[config.mk]
export PLATFORM = sky130hd
export DESIGN_NAME = soundex_code_generator
export DESIGN_NICKNAME = d
export VERILOG_FILES = /design/src/design/sdx_pkg.sv /design/src/design/sdx_ctrl.sv /design/src/design/sdx_datapath.sv /design/src/design/soundex_code_generator.sv
export SDC_FILE = /design/constraint.sdc
export NUM_CORES = 1
export LEC_CHECK = 0
export ABC_AREA = 1
export BUFFER_PORTS_ARGS = -buffer_cell sky130_fd_sc_hd__buf_2
export CAP_MARGIN = 20
export CORE_ASPECT_RATIO = 0.7
export CORE_MARGIN = 4
export CORE_UTILIZATION = 52
export CTS_CLUSTER_SIZE = 28
export DETAILED_ROUTE_END_ITERATION = 8
export PLACE_DENSITY = 0.83
export SLEW_MARGIN = 10
export SYNTH_ARGS = -nofsm -noshare
export SYNTH_HDL_FRONTEND = slang
export SYNTH_HIERARCHICAL = 1
export SYNTH_SLANG_ARGS = --single-unit
[constraint.sdc]
create_clock -name clk -period 2.9 [get_ports clk]
set_clock_uncertainty 0.15 [all_clocks]
set_input_delay 0.435 -clock clk [delete_from_list [all_inputs] [get_ports clk]]
set_output_delay 0.435 -clock clk [all_outputs]
set_load 0.03 [all_outputs]
[src/design/sdx_pkg.sv]
// Shared types, constants and letter-class table for the Soundex code generator.
// No dependencies; imported by sdx_ctrl, sdx_datapath and soundex_code_generator.
package sdx_pkg;

    // Default number of characters in one code
    localparam int DEFAULT_CODE_LENGTH = 4;

    // Character constants
    localparam logic [7:0] PAD_CHAR   = 8'h30;   // ASCII '0', also the digit base
    localparam logic [7:0] CASE_BIT   = 8'h20;   // add to a capital to lower it
    localparam logic [7:0] UPPER_LO   = 8'h41;   // 'A'
    localparam logic [7:0] UPPER_HI   = 8'h5A;   // 'Z'
    localparam logic [7:0] LOWER_LO   = 8'h61;   // 'a'
    localparam logic [7:0] LOWER_HI   = 8'h7A;   // 'z'

    // Class codes
    localparam logic [2:0] CLASS_SILENT = 3'd0;  // vowels and h, w, y
    localparam logic [2:0] CLASS_UNDEF  = 3'd7;  // no class kept yet

    // Commands from the controller to the datapath
    typedef struct packed {
        logic load_item;   // take the input transaction
        logic load_pad;    // emit one pad character
        logic rearm;       // restart for the next string
    } sdx_cmd_t;

    // Status from the datapath to the controller
    typedef struct packed {
        logic out_free;    // output register empty or draining this cycle
        logic item_last;   // input transaction ends the string
        logic item_full;   // code complete after the current input
        logic pad_full;    // code complete after the current pad
    } sdx_status_t;

    // Class of a letter, indexed by its position in the alphabet (0 = a)
    function automatic logic [2:0] letter_class(input logic [4:0] idx);
        logic [2:0] cls;
        case (idx)
            5'd1, 5'd5, 5'd15, 5'd21:                          cls = 3'd1;
            5'd2, 5'd6, 5'd9, 5'd10, 5'd16, 5'd18, 5'd23, 5'd25: cls = 3'd2;
            5'd3, 5'd19:                                        cls = 3'd3;
            5'd11:                                              cls = 3'd4;
            5'd12, 5'd13:                                       cls = 3'd5;
            5'd17:                                              cls = 3'd6;
            default:                                            cls = CLASS_SILENT;
        endcase
        return cls;
    endfunction

endpackage

[src/design/sdx_ctrl.sv]
// Controller state machine of the Soundex code generator.
// Depends on sdx_pkg; drives sdx_datapath through command and status structs.
module sdx_ctrl
(
    input  logic                 clk,
    input  logic                 rst_n,
    input  logic                 s_tvalid,
    output logic                 s_tready,
    input  sdx_pkg::sdx_status_t status,
    output sdx_pkg::sdx_cmd_t    cmd
);
    import sdx_pkg::*;

    typedef enum logic [1:0] {
        ST_IDLE = 2'b01,
        ST_PAD  = 2'b10
    } sdx_state_t;

    sdx_state_t state_reg;
    sdx_state_t state_next;

    // Accept input only while not padding and the output register can take a result
    assign s_tready = (state_reg == ST_IDLE) && status.out_free;

    // Issue commands and pick the next state
    always_comb
    begin
        cmd        = '0;
        state_next = state_reg;
        case (state_reg)
            ST_IDLE:
            begin
                cmd.load_item = s_tvalid && s_tready;
                if (cmd.load_item && status.item_last)
                begin
                    if (status.item_full)
                    begin
                        cmd.rearm = 1'b1;
                    end
                    else
                    begin
                        state_next = ST_PAD;
                    end
                end
            end
            ST_PAD:
            begin
                cmd.load_pad = status.out_free;
                if (cmd.load_pad && status.pad_full)
                begin
                    cmd.rearm  = 1'b1;
                    state_next = ST_IDLE;
                end
            end
            default:
            begin
                state_next = ST_IDLE;
            end
        endcase
    end

    // Advance the state
    always_ff @(posedge clk or negedge rst_n)
    begin
        if (!rst_n)
        begin
            state_reg <= ST_IDLE;
        end
        else
        begin
            state_reg <= state_next;
        end
    end

endmodule

[src/design/sdx_datapath.sv]
// Datapath of the Soundex code generator: letter classing, code state and output register.
// Depends on sdx_pkg; commanded by sdx_ctrl.
module sdx_datapath #(
    parameter int CODE_LENGTH = sdx_pkg::DEFAULT_CODE_LENGTH
)
(
    input  logic                 clk,
    input  logic                 rst_n,
    input  logic [7:0]           char_byte,
    input  logic                 end_of_string,
    input  sdx_pkg::sdx_cmd_t    cmd,
    output sdx_pkg::sdx_status_t status,
    input  logic                 m_tready,
    output logic                 m_tvalid,
    output logic [7:0]           code_byte,
    output logic                 code_last
);
    import sdx_pkg::*;

    localparam int CW = $clog2(CODE_LENGTH + 1);
    localparam logic [CW-1:0] LEN = CW'(CODE_LENGTH);

    logic          first_reg;
    logic          first_next;
    logic [CW-1:0] count_reg;
    logic [CW-1:0] count_next;
    logic [2:0]    prev_reg;
    logic [2:0]    prev_next;
    logic          out_valid_reg;
    logic          out_valid_next;
    logic [7:0]    out_byte_reg;
    logic [7:0]    out_byte_next;
    logic          out_last_reg;
    logic          out_last_next;

    logic          is_upper;
    logic          is_letter;
    logic [2:0]    cls;
    logic          emit;
    logic [7:0]    item_byte;
    logic [CW-1:0] count_item;
    logic [CW-1:0] count_pad;

    // Class the incoming byte; both cases share the low five bits
    assign is_upper  = (char_byte >= UPPER_LO) && (char_byte <= UPPER_HI);
    assign is_letter = is_upper || ((char_byte >= LOWER_LO) && (char_byte <= LOWER_HI));
    assign cls       = is_letter ? letter_class(char_byte[4:0] - 5'd1) : CLASS_UNDEF;

    // Decide whether the input yields a code character
    always_comb
    begin
        if (first_reg)
        begin
            emit       = 1'b1;
            item_byte  = is_upper ? (char_byte + CASE_BIT) : char_byte;
            count_item = CW'(1);
        end
        else
        begin
            emit       = (count_reg < LEN) && is_letter && (cls != CLASS_SILENT)
                         && (cls != prev_reg);
            item_byte  = PAD_CHAR + {5'b0, cls};
            count_item = count_reg + CW'(emit);
        end
    end

    assign count_pad = count_reg + CW'(1);

    // Report to the controller
    assign status.out_free  = !out_valid_reg || m_tready;
    assign status.item_last = end_of_string;
    assign status.item_full = (count_item == LEN);
    assign status.pad_full  = (count_pad == LEN);

    // Update code state and the output register
    always_comb
    begin
        first_next     = first_reg;
        count_next     = count_reg;
        prev_next      = prev_reg;
        out_valid_next = out_valid_reg && !m_tready;
        out_byte_next  = out_byte_reg;
        out_last_next  = out_last_reg;
        if (cmd.load_item)
        begin
            first_next = 1'b0;
            count_next = count_item;
            if (first_reg)
            begin
                prev_next = cls;
            end
            else if (emit)
            begin
                prev_next = cls;
            end
            if (emit)
            begin
                out_valid_next = 1'b1;
                out_byte_next  = item_byte;
                out_last_next  = (count_item == LEN);
            end
        end
        if (cmd.load_pad)
        begin
            count_next     = count_pad;
            out_valid_next = 1'b1;
            out_byte_next  = PAD_CHAR;
            out_last_next  = (count_pad == LEN);
        end
        if (cmd.rearm)
        begin
            first_next = 1'b1;
            count_next = '0;
            prev_next  = CLASS_UNDEF;
        end
    end

    // Hold control state
    always_ff @(posedge clk or negedge rst_n)
    begin
        if (!rst_n)
        begin
            first_reg     <= 1'b1;
            count_reg     <= '0;
            prev_reg      <= CLASS_UNDEF;
            out_valid_reg <= 1'b0;
        end
        else
        begin
            first_reg     <= first_next;
            count_reg     <= count_next;
            prev_reg      <= prev_next;
            out_valid_reg <= out_valid_next;
        end
    end

    // Hold the output payload
    always_ff @(posedge clk)
    begin
        out_byte_reg <= out_byte_next;
        out_last_reg <= out_last_next;
    end

    assign m_tvalid  = out_valid_reg;
    assign code_byte = out_byte_reg;
    assign code_last = out_last_reg;

endmodule

[src/design/soundex_code_generator.sv]
// Top level of the Soundex code generator: stream ports, controller and datapath.
// Depends on sdx_pkg, sdx_ctrl and sdx_datapath.
//
// Takes one string character per input transaction and returns its Soundex code of
// CODE_LENGTH characters on the output stream, the last one flagged by m_tlast. The
// first character comes out lowered; later letters give class digits '1'..'6' when
// the class changes; the final character (s_tlast) pads a short code with '0'.
// A character is taken while the single output register is free or draining. After
// the final character, pad characters go out one at a time (up to CODE_LENGTH - 1)
// as the output frees, during which the padding sequencer holds s_tready low.
module soundex_code_generator #(
    parameter int CODE_LENGTH = sdx_pkg::DEFAULT_CODE_LENGTH
)
(
    input  logic       clk,
    input  logic       rst_n,
    input  logic       s_tvalid,
    output logic       s_tready,
    input  logic [7:0] s_tdata,    // [7:0] char_byte
    input  logic       s_tlast,    // end_of_string
    output logic       m_tvalid,
    input  logic       m_tready,
    output logic [7:0] m_tdata,    // [7:0] code_byte
    output logic       m_tlast     // code_last
);
    import sdx_pkg::*;

    sdx_cmd_t    cmd;
    sdx_status_t status;

    // Sequence input and padding
    sdx_ctrl u_ctrl
    (
        .clk      (clk),
        .rst_n    (rst_n),
        .s_tvalid (s_tvalid),
        .s_tready (s_tready),
        .status   (status),
        .cmd      (cmd)
    );

    // Class characters and hold the result
    sdx_datapath #(
        .CODE_LENGTH (CODE_LENGTH)
    ) u_datapath
    (
        .clk           (clk),
        .rst_n         (rst_n),
        .char_byte     (s_tdata),
        .end_of_string (s_tlast),
        .cmd           (cmd),
        .status        (status),
        .m_tready      (m_tready),
        .m_tvalid      (m_tvalid),
        .code_byte     (m_tdata),
        .code_last     (m_tlast)
    );

endmodule
==> flow_summary_export.csv, run 1 <==
group,metric,value,unit
drt,drt_wl_total,5.97,mm
finish,largest_register_ffs,8,
job,drv_cap,0,
drt,num_vias,2071,
floorplan,rows,16,
grt,grt_max_degree,21,
synthesis,syn-num-nets,281,
finish,nets,353,
floorplan,die_w,75.9,um
sta,hold_viol,0,
power,peakVddDrop,0.602,mV
synthesis,synth.avg_cell_area,6.62,um^2
sta,fin_crit_sh,1.22,
synthesis,ys_ff_latch,19,
drt,postRouteAntennaNets,0,
power,power_leakage,1.29,nW
synthesis,netlist_area,1680,um^2
sta,min_period,3540,ps
worst_setup_path,cp.arrival,3550,ps
finish,final_cell_mix,"nand2_1, buf_4, nand3_1",
finish,final_common_cell,"nand2_1",
synthesis,yosysUniqueCellTypes,31,
drt,top_layer,"met4",
worst_setup_path,end_kind,"register",
placement,place_hpwl,3.36,mm
sta,worst_pin_slew,773,ps
cts,cts_buffers,3,
grt,track_usage,0.223,
worst_setup_path,path_class,"input pin to register",
drt,drt_first_pass_iters,5,
sta,relSlewSlack,0.484,
cts,clock-sinks,19,
placement,dp_slack,-878,ps
cts,cts_root_buf,"clkbuf_8",
drt,drtIter0Drc,353,
finish,final_layout_size_suffix_gt1_frac,0.443,
grt,grt_pass1_wl,7.86,mm
sta,final-setup-viol-count,20,
drt,drcViolationCount,0,
floorplan,ios,24,
worst_setup_path,start_kind,"input pin",
placement,portBuffers,23,
floorplan,start_util,0.571,
sta,timing.final.ws_setup,-641,ps
synthesis,synth-seq-area-share,0.266,
worst_setup_path,crit_fanout,6,
outcome,status,"finished with violations",
power,p_per_area,846,nW/um^2
finish,diodes,0,
floorplan,coreArea,2940,um^2
synthesis,yosysWarnings,6,
cts,cts_max_level,1,
placement,placed_cells,335,
outcome,violations,"negative setup slack",
cts,cts_tree,"built",
finish,area_delta_synth_final,47.7,%
placement,routabilityCongestion,0.880,
floorplan,fp.dieH,55.6,um
floorplan,dieArea,4220,um^2
sta,timing_max_transition_violations_final,0,
sta,fmax,282,MHz
finish,final_core_util,0.844,
grt,antenna_found_initial,0,
drt,route.met3.wl,629,um
synthesis,syn_inst,254,
finish,final_cells,361,
drt,post_drt_wl_per_cell,16.5,um
worst_hold_path,holdCritPathClass,"register to register",
grt,grt_pass1_vias,1707,
worst_setup_path,cp_data_required_time,2910,ps
grt,overflow,0,
cts,clock_latency,260,ps
drt,met2_length,2.69,mm
cts,cts_buffer_depth,2,
drt,drt-met1-wl,2.47,mm
cts,path_clk_slew,70,ps
sta,rsz0062_at_grt,"yes",
drt,via_per_inst,5.74,
## repair_timing
item / 4_1_cts / 5_1_grt
hold endpoints to repair: 5 / 0
buffers inserted: 16 / 6
gates resized for setup: 12 / 35
hold buffers: 1 / 0
gates cloned: 0 / 1
setup endpoints to repair: 10 / 20
pin swaps: 18 / 28
## through the flow
step	setup TNS (ps)	instance area, um^2	hold slack, ps	power [W]
2_1_floorplan	-3930	1760	-10.6	0.00123
3_3_place_gp	-6020	2090	159	0.00150
3_5_place_dp	-6550	2090	164	0.00153
4_1_cts	-6860	2300	325	0.00183
5_1_grt	-12700	2480	339	0.00222
6_report	-8900	2480	326	0.00210
## where the power goes
group          internal [W]  total [W]  switching (W)  leakage, nW
registers          0.000417   0.000515      0.0000979        0.191
clock network     0.0000956   0.000188      0.0000928       0.0255
logic              0.000568    0.00140       0.000828         1.07
## worst max-delay path: stages
cell,delay (ps)
buf_6,90
buf_4,150
nor2_2,190
nand2_1,130
nand2_1,170
nand3_1,120
nor2_1,190
a21oi_4,60
nand2_2,120
nand2_2,70
nand2_2,60
nand3_2,100
nand2_2,100
inv_2,50
ha_4,150
ha_4,220
nor4_4,280
nand3_2,110
a21oi_2,150
clkinv_2,70
nand3b_1,150
nand2_2,130
o32ai_2,230
## worst paths after layout
kind | from | end | slack, ps | cells after the start
hold / removal | u_ctrl/state_reg[0] | u_ctrl/state_reg[0] | 330 | 2
setup / recovery | s_tdata[1] | u_datapath/count_reg[1] | -640 | 23
min in group asynchronous | rst_n | u_datapath/m_tvalid | 410 | 2
hold reg to reg | u_ctrl/state_reg[0] | u_ctrl/state_reg[0] | 330 | 2
setup reg to reg | u_datapath/prev_reg[0] | u_datapath/count_reg[1] | 160 | 15
max in group asynchronous | rst_n | u_ctrl/state_reg[0] | 1920 | 2
## cell type report
type | count | area, um^2
multi-input cells | 197 | 1270
clock buffers | 3 | 41.3
well taps | 36 | 45.0
repair buffers | 71 | 532
clock inverters | 1 | 5.00
flip-flops and latches | 19 | 447
inverters | 34 | 140
fillers | 162 | 460
## routing by layer
| metal | up-vias | track usage |
|---|---|---|
| met5 | - | 0 |
| li1 | 970 | - |
| met4 | 0 | 0.0457 |
| met3 | 18 | 0.0568 |
| met2 | 130 | 0.329 |
| met1 | 953 | 0.326 |
## Yosys cell counts, drive strengths merged
cell,n,area share
dfstp,5,0.078
a21oi,7,0.028
nand4,8,0.030
o22ai,3,0.011
nand3b,3,0.013
buf,3,0.016
nand3,40,0.14
clkbuf,2,0.0045
clkinv,2,0.0045
edfxtp,1,0.018
nor4,1,0.0037
dfxtp,8,0.095
o21ai,8,0.024
nand2,83,0.20
inv,32,0.071
nor2,27,0.074
o32ai,1,0.0052
dfrtp,5,0.074
ha,14,0.10
o211ai,1,0.0045
## cells by family after synthesis
family,count (synthesis),synth area share
fa+ha+maj,14,0.104
flops,19,0.266
buf+inv,39,0.0968
simple gates,162,0.461
compound gates,20,0.0722
(Power assumes the default switching activity.)
==> run 2, diff against run 1 <==
--- a/config.mk
+++ b/config.mk
@@ -13,6 +13,7 @@
 export CORE_UTILIZATION = 52
 export CTS_CLUSTER_SIZE = 28
 export DETAILED_ROUTE_END_ITERATION = 8
+export MAX_ROUTING_LAYER = met4
 export PLACE_DENSITY = 0.83
 export SLEW_MARGIN = 10
 export SYNTH_ARGS = -nofsm -noshare
==> flow_summary_export.csv, run 2 (synthesis gave the netlist of run 1 again) <==
group,metric,value,unit
finish,final_cell_mix,"nand2_1, buf_4, nand3_1",
drt,drt_wl_total,5.97,mm
drt,drtIter0Drc,314,
placement,portBuffers,23,
cts,cts_buffers,3,
floorplan,coreArea,2940,um^2
sta,hold_viol,0,
worst_hold_path,holdCritPathClass,"register to register",
floorplan,dieArea,4220,um^2
drt,postRouteAntennaNets,0,
floorplan,fp.dieH,55.6,um
sta,tns,-9020,ps
worst_setup_path,crit_top_cell,"nand2_2",
finish,fillers,162,
grt,overflow,0,
power,power_leakage,1.29,nW
worst_setup_path,crit_slowest_cell,"ha_4",
sta,fin_crit_sh,1.22,
outcome,status,"finished with violations",
cts,cts_buffer_depth,2,
finish,multi_input_area,1270,um^2
power,peakVddDrop,0.602,mV
sta,fmax,282,MHz
sta,timing_max_transition_violations_final,0,
sta,timing.final.ws_setup,-646,ps
worst_setup_path,reg2reg_depth,15,
grt,grt_pass1_vias,1706,
drt,drcViolationCount,0,
sta,rsz0062_at_grt,"yes",
drt,drt_first_pass_iters,5,
grt,track_usage,0.229,
worst_setup_path,start_kind,"input pin",
worst_setup_path,crit_fanout,5,
drt,num_vias,2082,
finish,largest_register_ffs,8,
cts,cts_root_buf,"clkbuf_8",
power,power,0.00209,W
placement,routabilityCongestion,0.894,
floorplan,ios,24,
worst_setup_path,end_kind,"register",
outcome,violations,"negative setup slack",
cts,clock-sinks,19,
finish,area_delta_synth_final,47.7,%
floorplan,start_util,0.571,
finish,seqCellArea,447,um^2
drt,post_drt_wl_per_cell,16.5,um
finish,diodes,0,
worst_setup_path,path_class,"input pin to register",
sta,relSlewSlack,0.475,
worst_setup_path,cp.depth,25,
floorplan,die_w,75.9,um
sta,final-setup-viol-count,20,
placement,place_hpwl,3.36,mm
worst_setup_path,timing.critical_path.buf_inv,6,
worst_setup_path,cpPeakStageDelay,300,ps
grt,antenna_found_initial,0,
worst_setup_path,cp.arrival,3550,ps
grt,grt_pass1_wl,7.86,mm
sta,worst_pin_slew,786,ps
grt,grt_max_degree,21,
floorplan,rows,16,
job,drv_cap,0,
cts,cts_tree,"built",
sta,min_period,3550,ps
cts,path_clk_slew,70,ps
finish,final_common_cell,"nand2_1",
worst_setup_path,cp_data_required_time,2910,ps
worst_setup_path,critPathTopFamily,"simple AND/OR/NAND/NOR gates",
finish,final_layout_size_suffix_gt1_frac,0.443,
power,p_per_area,844,nW/um^2
drt,via_per_inst,5.77,
finish,nets,353,
cts,cts_max_level,1,
worst_hold_path,worstHoldPathCells,2,
cts,clock_latency,260,ps
[run 2: cell counts in the layout (fill, tap and decap cells not counted)]
No cell type changed its count.
[run 2: what timing repair did]
| item | in CTS | in global routing |
|---|---|---|
| setup endpoints to repair | 10 | 20 |
| resized for setup | 12 | 35 |
| hold buffers | 1 | 0 |
| pin swaps | 18 | 28 |
| hold endpoints to repair | 5 | 0 |
| gates cloned | 0 | 1 |
| buffers inserted | 16 | 6 |
[run 2: cell type report]
| type | count | share of cell area |
|---|---|---|
| Multi-Input combinational cell | 197 | 0.513 |
| Timing Repair Buffer | 71 | 0.214 |
| Sequential cell | 19 | 0.180 |
| Inverter | 34 | 0.0565 |
| Tap cell | 36 | 0.0181 |
| Clock buffer | 3 | 0.0166 |
| Clock inverter | 1 | 0.00202 |
[run 2: worst min-delay path, stage by stage (launching register included)]
cell and delay [ps]:
dfstp_2 380, nand2_1 60, nand2_1 40
[run 2: path summary, 6_finish.rpt]
| kind | end | slack (ps) | from |
|---|---|---|---|
| max reg2reg | u_datapath/count_reg[1] | 160 | u_datapath/prev_reg[0] |
| max in group asynchronous | u_ctrl/state_reg[0] | 1910 | rst_n |
| max | u_datapath/count_reg[1] | -650 | s_tdata[0] |
| min reg2reg | u_ctrl/state_reg[0] | 330 | u_ctrl/state_reg[0] |
| min | u_ctrl/state_reg[0] | 330 | u_ctrl/state_reg[0] |
| min in group asynchronous | u_datapath/count_reg[2] | 420 | rst_n |
[run 2: per-stage QoR]
step	utilization	hold slack (ps)	std cells	cell area, um^2	setup WS (ps)
after detailed placement	0.709	164	335	2090	-878
after global placement	0.709	159	335	2090	-800
final	0.844	327	361	2480	-646
after floorplan	-	-10.6	254	1760	-711
after global routing	0.844	339	361	2480	-837
after CTS	0.782	325	356	2300	-526
[run 2: power by group]
| part | switching [W] | leakage [nW] | total, W | internal, W |
|---|---|---|---|---|
| Clock | 0.0000896 | 0.0255 | 0.000185 | 0.0000955 |
| Combinational | 0.000828 | 1.07 | 0.00140 | 0.000568 |
| Sequential | 0.0000973 | 0.191 | 0.000514 | 0.000417 |
[run 2: layer usage]
metal | part of all wire | vias up | track usage | wire, um
met5 | 0 | - | - | 0
met4 | 0.032 | 0 | 0.0457 | 191
met3 | 0.10 | 24 | 0.0536 | 596
met2 | 0.45 | 136 | 0.329 | 2700
met1 | 0.42 | 951 | 0.328 | 2480
li1 | - | 971 | - | -
==> run 3, diff against run 2 <==
--- a/config.mk
+++ b/config.mk
@@ -10,13 +10,12 @@
 export CAP_MARGIN = 20
 export CORE_ASPECT_RATIO = 0.7
 export CORE_MARGIN = 4
-export CORE_UTILIZATION = 52
+export CORE_UTILIZATION = 51
 export CTS_CLUSTER_SIZE = 28
 export DETAILED_ROUTE_END_ITERATION = 8
 export MAX_ROUTING_LAYER = met4
-export PLACE_DENSITY = 0.83
+export PLACE_DENSITY = 0.82
 export SLEW_MARGIN = 10
 export SYNTH_ARGS = -nofsm -noshare
 export SYNTH_HDL_FRONTEND = slang
-export SYNTH_HIERARCHICAL = 1
 export SYNTH_SLANG_ARGS = --single-unit
==> flow_summary_export.csv, run 3 <==
group,metric,value,unit
finish,final_common_cell,"nand2_1",
power,power_leakage,1.25,nW
worst_setup_path,path_class,"input pin to register",
floorplan,fp.dieH,55.5,um
sta,hold_viol,0,
grt,antenna_found_initial,0,
drt,postRouteAntennaNets,0,
worst_setup_path,rr_startpoint,"u_datapath.prev_reg[2]",
grt,grt_max_degree,19,
cts,cts_tree,"built",
synthesis,netlist_area,1650,um^2
drt,num_vias,1979,
worst_hold_path,holdCritPathClass,"register to register",
grt,overflow,0,
synthesis,async_reset_ff_frac,0.526,
synthesis,ys_ff_latch,19,
synthesis,synth_top_cell_by_area,"nand2_1",
finish,final_cell_mix,"nand2_1, buf_4, inv_1",
sta,timing_max_transition_violations_final,0,
floorplan,dieArea,4220,um^2
finish,final_layout_size_suffix_gt1_frac,0.399,
drt,post_drt_wl_per_cell,15.3,um
grt,grt_pass1_wl,7.81,mm
cts,clock-sinks,19,
sta,relSlewSlack,0.643,
sta,fin_crit_sh,1.19,
power,p_per_area,772,nW/um^2
floorplan,die_w,75.9,um
worst_setup_path,cp_data_required_time,2890,ps
placement,routabilityCongestion,0.951,
finish,diodes,0,
synthesis,synthTopCellsByArea,"nand2_1, ha_1, dfxtp_1",
drt,via_per_inst,5.51,
synthesis,syn_inst,250,
worst_hold_path,min_from,"u_datapath.code_byte[7]",
cts,cts_buffer_depth,2,
worst_setup_path,end_kind,"register",
finish,seqCellArea,447,um^2
synthesis,yosysWarnings,0,
floorplan,rows,16,
synthesis,netlist.area_leader.share,0.178,
synthesis,synth-main-ff-cell,"dfxtp_1",
drt,drt_first_pass_iters,5,
floorplan,start_util,0.560,
cts,cts_root_buf,"clkbuf_8",
worst_setup_path,crit_fanout,6,
floorplan,ios,24,
placement,place_hpwl,3.39,mm
sta,timing.final.ws_setup,-552,ps
synthesis,syn-num-nets,278,
synthesis,synth-edff-count,1,
synthesis,synth-seq-area-share,0.271,
grt,grt_pass1_vias,1705,
synthesis,yosysUniqueCellTypes,30,
sta,worst_pin_slew,533,ps
outcome,status,"finished with violations",
synthesis,synth_most_common_cell,"nand2_1",
job,drv_cap,0,
sta,min_period,3450,ps
drt,drt_wl_total,5.48,mm
drt,drtIter0Drc,175,
worst_setup_path,cp.arrival,3440,ps
cts,cts_max_level,1,
power,peakVddDrop,0.774,mV
finish,nets,352,
finish,multi_input_area,1210,um^2
cts,cts_buffers,3,
worst_setup_path,start_kind,"input pin",
floorplan,coreArea,2940,um^2
drt,drcViolationCount,0,
sta,final-setup-viol-count,20,
sta,fmax,290,MHz
cts,clock_latency,260,ps
finish,fillers,180,
finish,largest_register_ffs,8,
synthesis,synth.avg_cell_area,6.59,um^2
synthesis,synth_common_cells,"nand2_1, inv_1, nor2_1",
finish,area_delta_synth_final,44.1,%
placement,portBuffers,23,
grt,track_usage,0.228,
sta,rsz0062_at_grt,"yes",
cts,path_clk_slew,80,ps
worst_setup_path,critPathLaunch,"s_tdata[0]",
sta,hold_slack,336,ps
outcome,violations,"negative setup slack",
sta,tns,-8970,ps
==> run 3: changes by cell type after synthesis, sizes merged, moves of 2 or more <==
cell,delta
o21ai,+5
nand3,-16
nand2,+2
inv,+2
nand4,+3
o22ai,-3
a21oi,+2
==> run 3: where the power goes <==
| group | total [W] | switching (W) | internal (W) |
|---|---|---|---|
| combinational | 0.00112 | 0.000701 | 0.000417 |
| clock | 0.000190 | 0.0000941 | 0.0000956 |
| sequential | 0.000523 | 0.000104 | 0.000420 |
| total | 0.00183 | 0.000899 | 0.000932 |
==> run 3: stage by stage <==
stage / power [W] / cells / cell area (um^2) / setup slack, ps / util
2_1_floorplan: 0.00116 / 250 / 1710 / -274 / -
3_3_place_gp: 0.00141 / 332 / 2040 / -671 / 0.692
3_5_place_dp: 0.00143 / 332 / 2040 / -783 / 0.692
4_1_cts: 0.00171 / 348 / 2230 / -253 / 0.759
5_1_grt: 0.00196 / 359 / 2370 / -752 / 0.806
6_report: 0.00183 / 359 / 2370 / -552 / 0.806
==> run 3: logic make-up (layout without fill, tap and decap cells) <==
group                    Yosys count  after routing  share of synthesized area
flip-flops                        19             19                      0.271
buffers and inverters             40            110                      0.102
AND/OR/NAND/NOR                  151            154                      0.432
adder cells (fa/ha/maj)           15             15                      0.114
AO/OA/AOI/OAI                     25             25                     0.0805
==> run 3: layout make-up <==
type / instances / area share
clock buffer: 3 / 0.0174
sequential: 19 / 0.188
inverter: 36 / 0.0596
clock inverter: 1 / 0.00211
timing repair buffer: 70 / 0.204
tap: 36 / 0.0190
multi-input combinational: 194 / 0.509
==> run 3: path summary, 6_finish.rpt <==
kind / endpoint / slack [ps] / depth (start not counted)
setup reg to reg: u_datapath.count_reg[1] / 190 / 16
hold / removal: u_datapath.code_byte[7] / 340 / 2
max in group asynchronous: u_ctrl.state_reg[0] / 1920 / 2
min in group asynchronous: u_datapath.count_reg[2] / 410 / 2
setup / recovery: u_datapath.count_reg[1] / -550 / 24
hold reg to reg: u_datapath.code_byte[7] / 340 / 2
==> run 3: worst max-delay path, stage by stage <==
cell,delay [ps]
buf_8,80
clkinvlp_4,150
ha_4,240
nand3_1,190
nand2_4,90
nand2_1,100
nor2_2,60
nor2_4,170
nand2_2,80
nand2_1,80
nand2_1,90
nor2_2,130
nand2_2,80
and2_4,140
ha_4,150
ha_4,160
a21oi_4,110
o21ai_2,90
nor3_2,160
inv_1,90
o21ai_2,190
nand2_2,130
o211ai_1,130
a21oi_1,110
==> run 3: per-layer routing <==
| layer | wire length (um) | GRT usage | vias up | part of all wire |
|---|---|---|---|---|
| li1 | - | - | 953 | - |
| met1 | 2400 | 0.335 | 902 | 0.44 |
| met2 | 2520 | 0.346 | 112 | 0.46 |
| met3 | 476 | 0.0292 | 12 | 0.087 |
| met4 | 91 | 0.0228 | 0 | 0.017 |
| met5 | 0 | - | - | 0 |
==> run 3: timing repair <==
| action | 4_1_cts | 5_1_grt |
|---|---|---|
| gates cloned | 1 | 2 |
| setup endpoints to repair | 10 | 20 |
| buffers inserted | 10 | 9 |
| hold buffers | 1 | 0 |
| hold endpoints to repair | 5 | 0 |
| resized for setup | 19 | 17 |
| pin swaps | 21 | 21 |
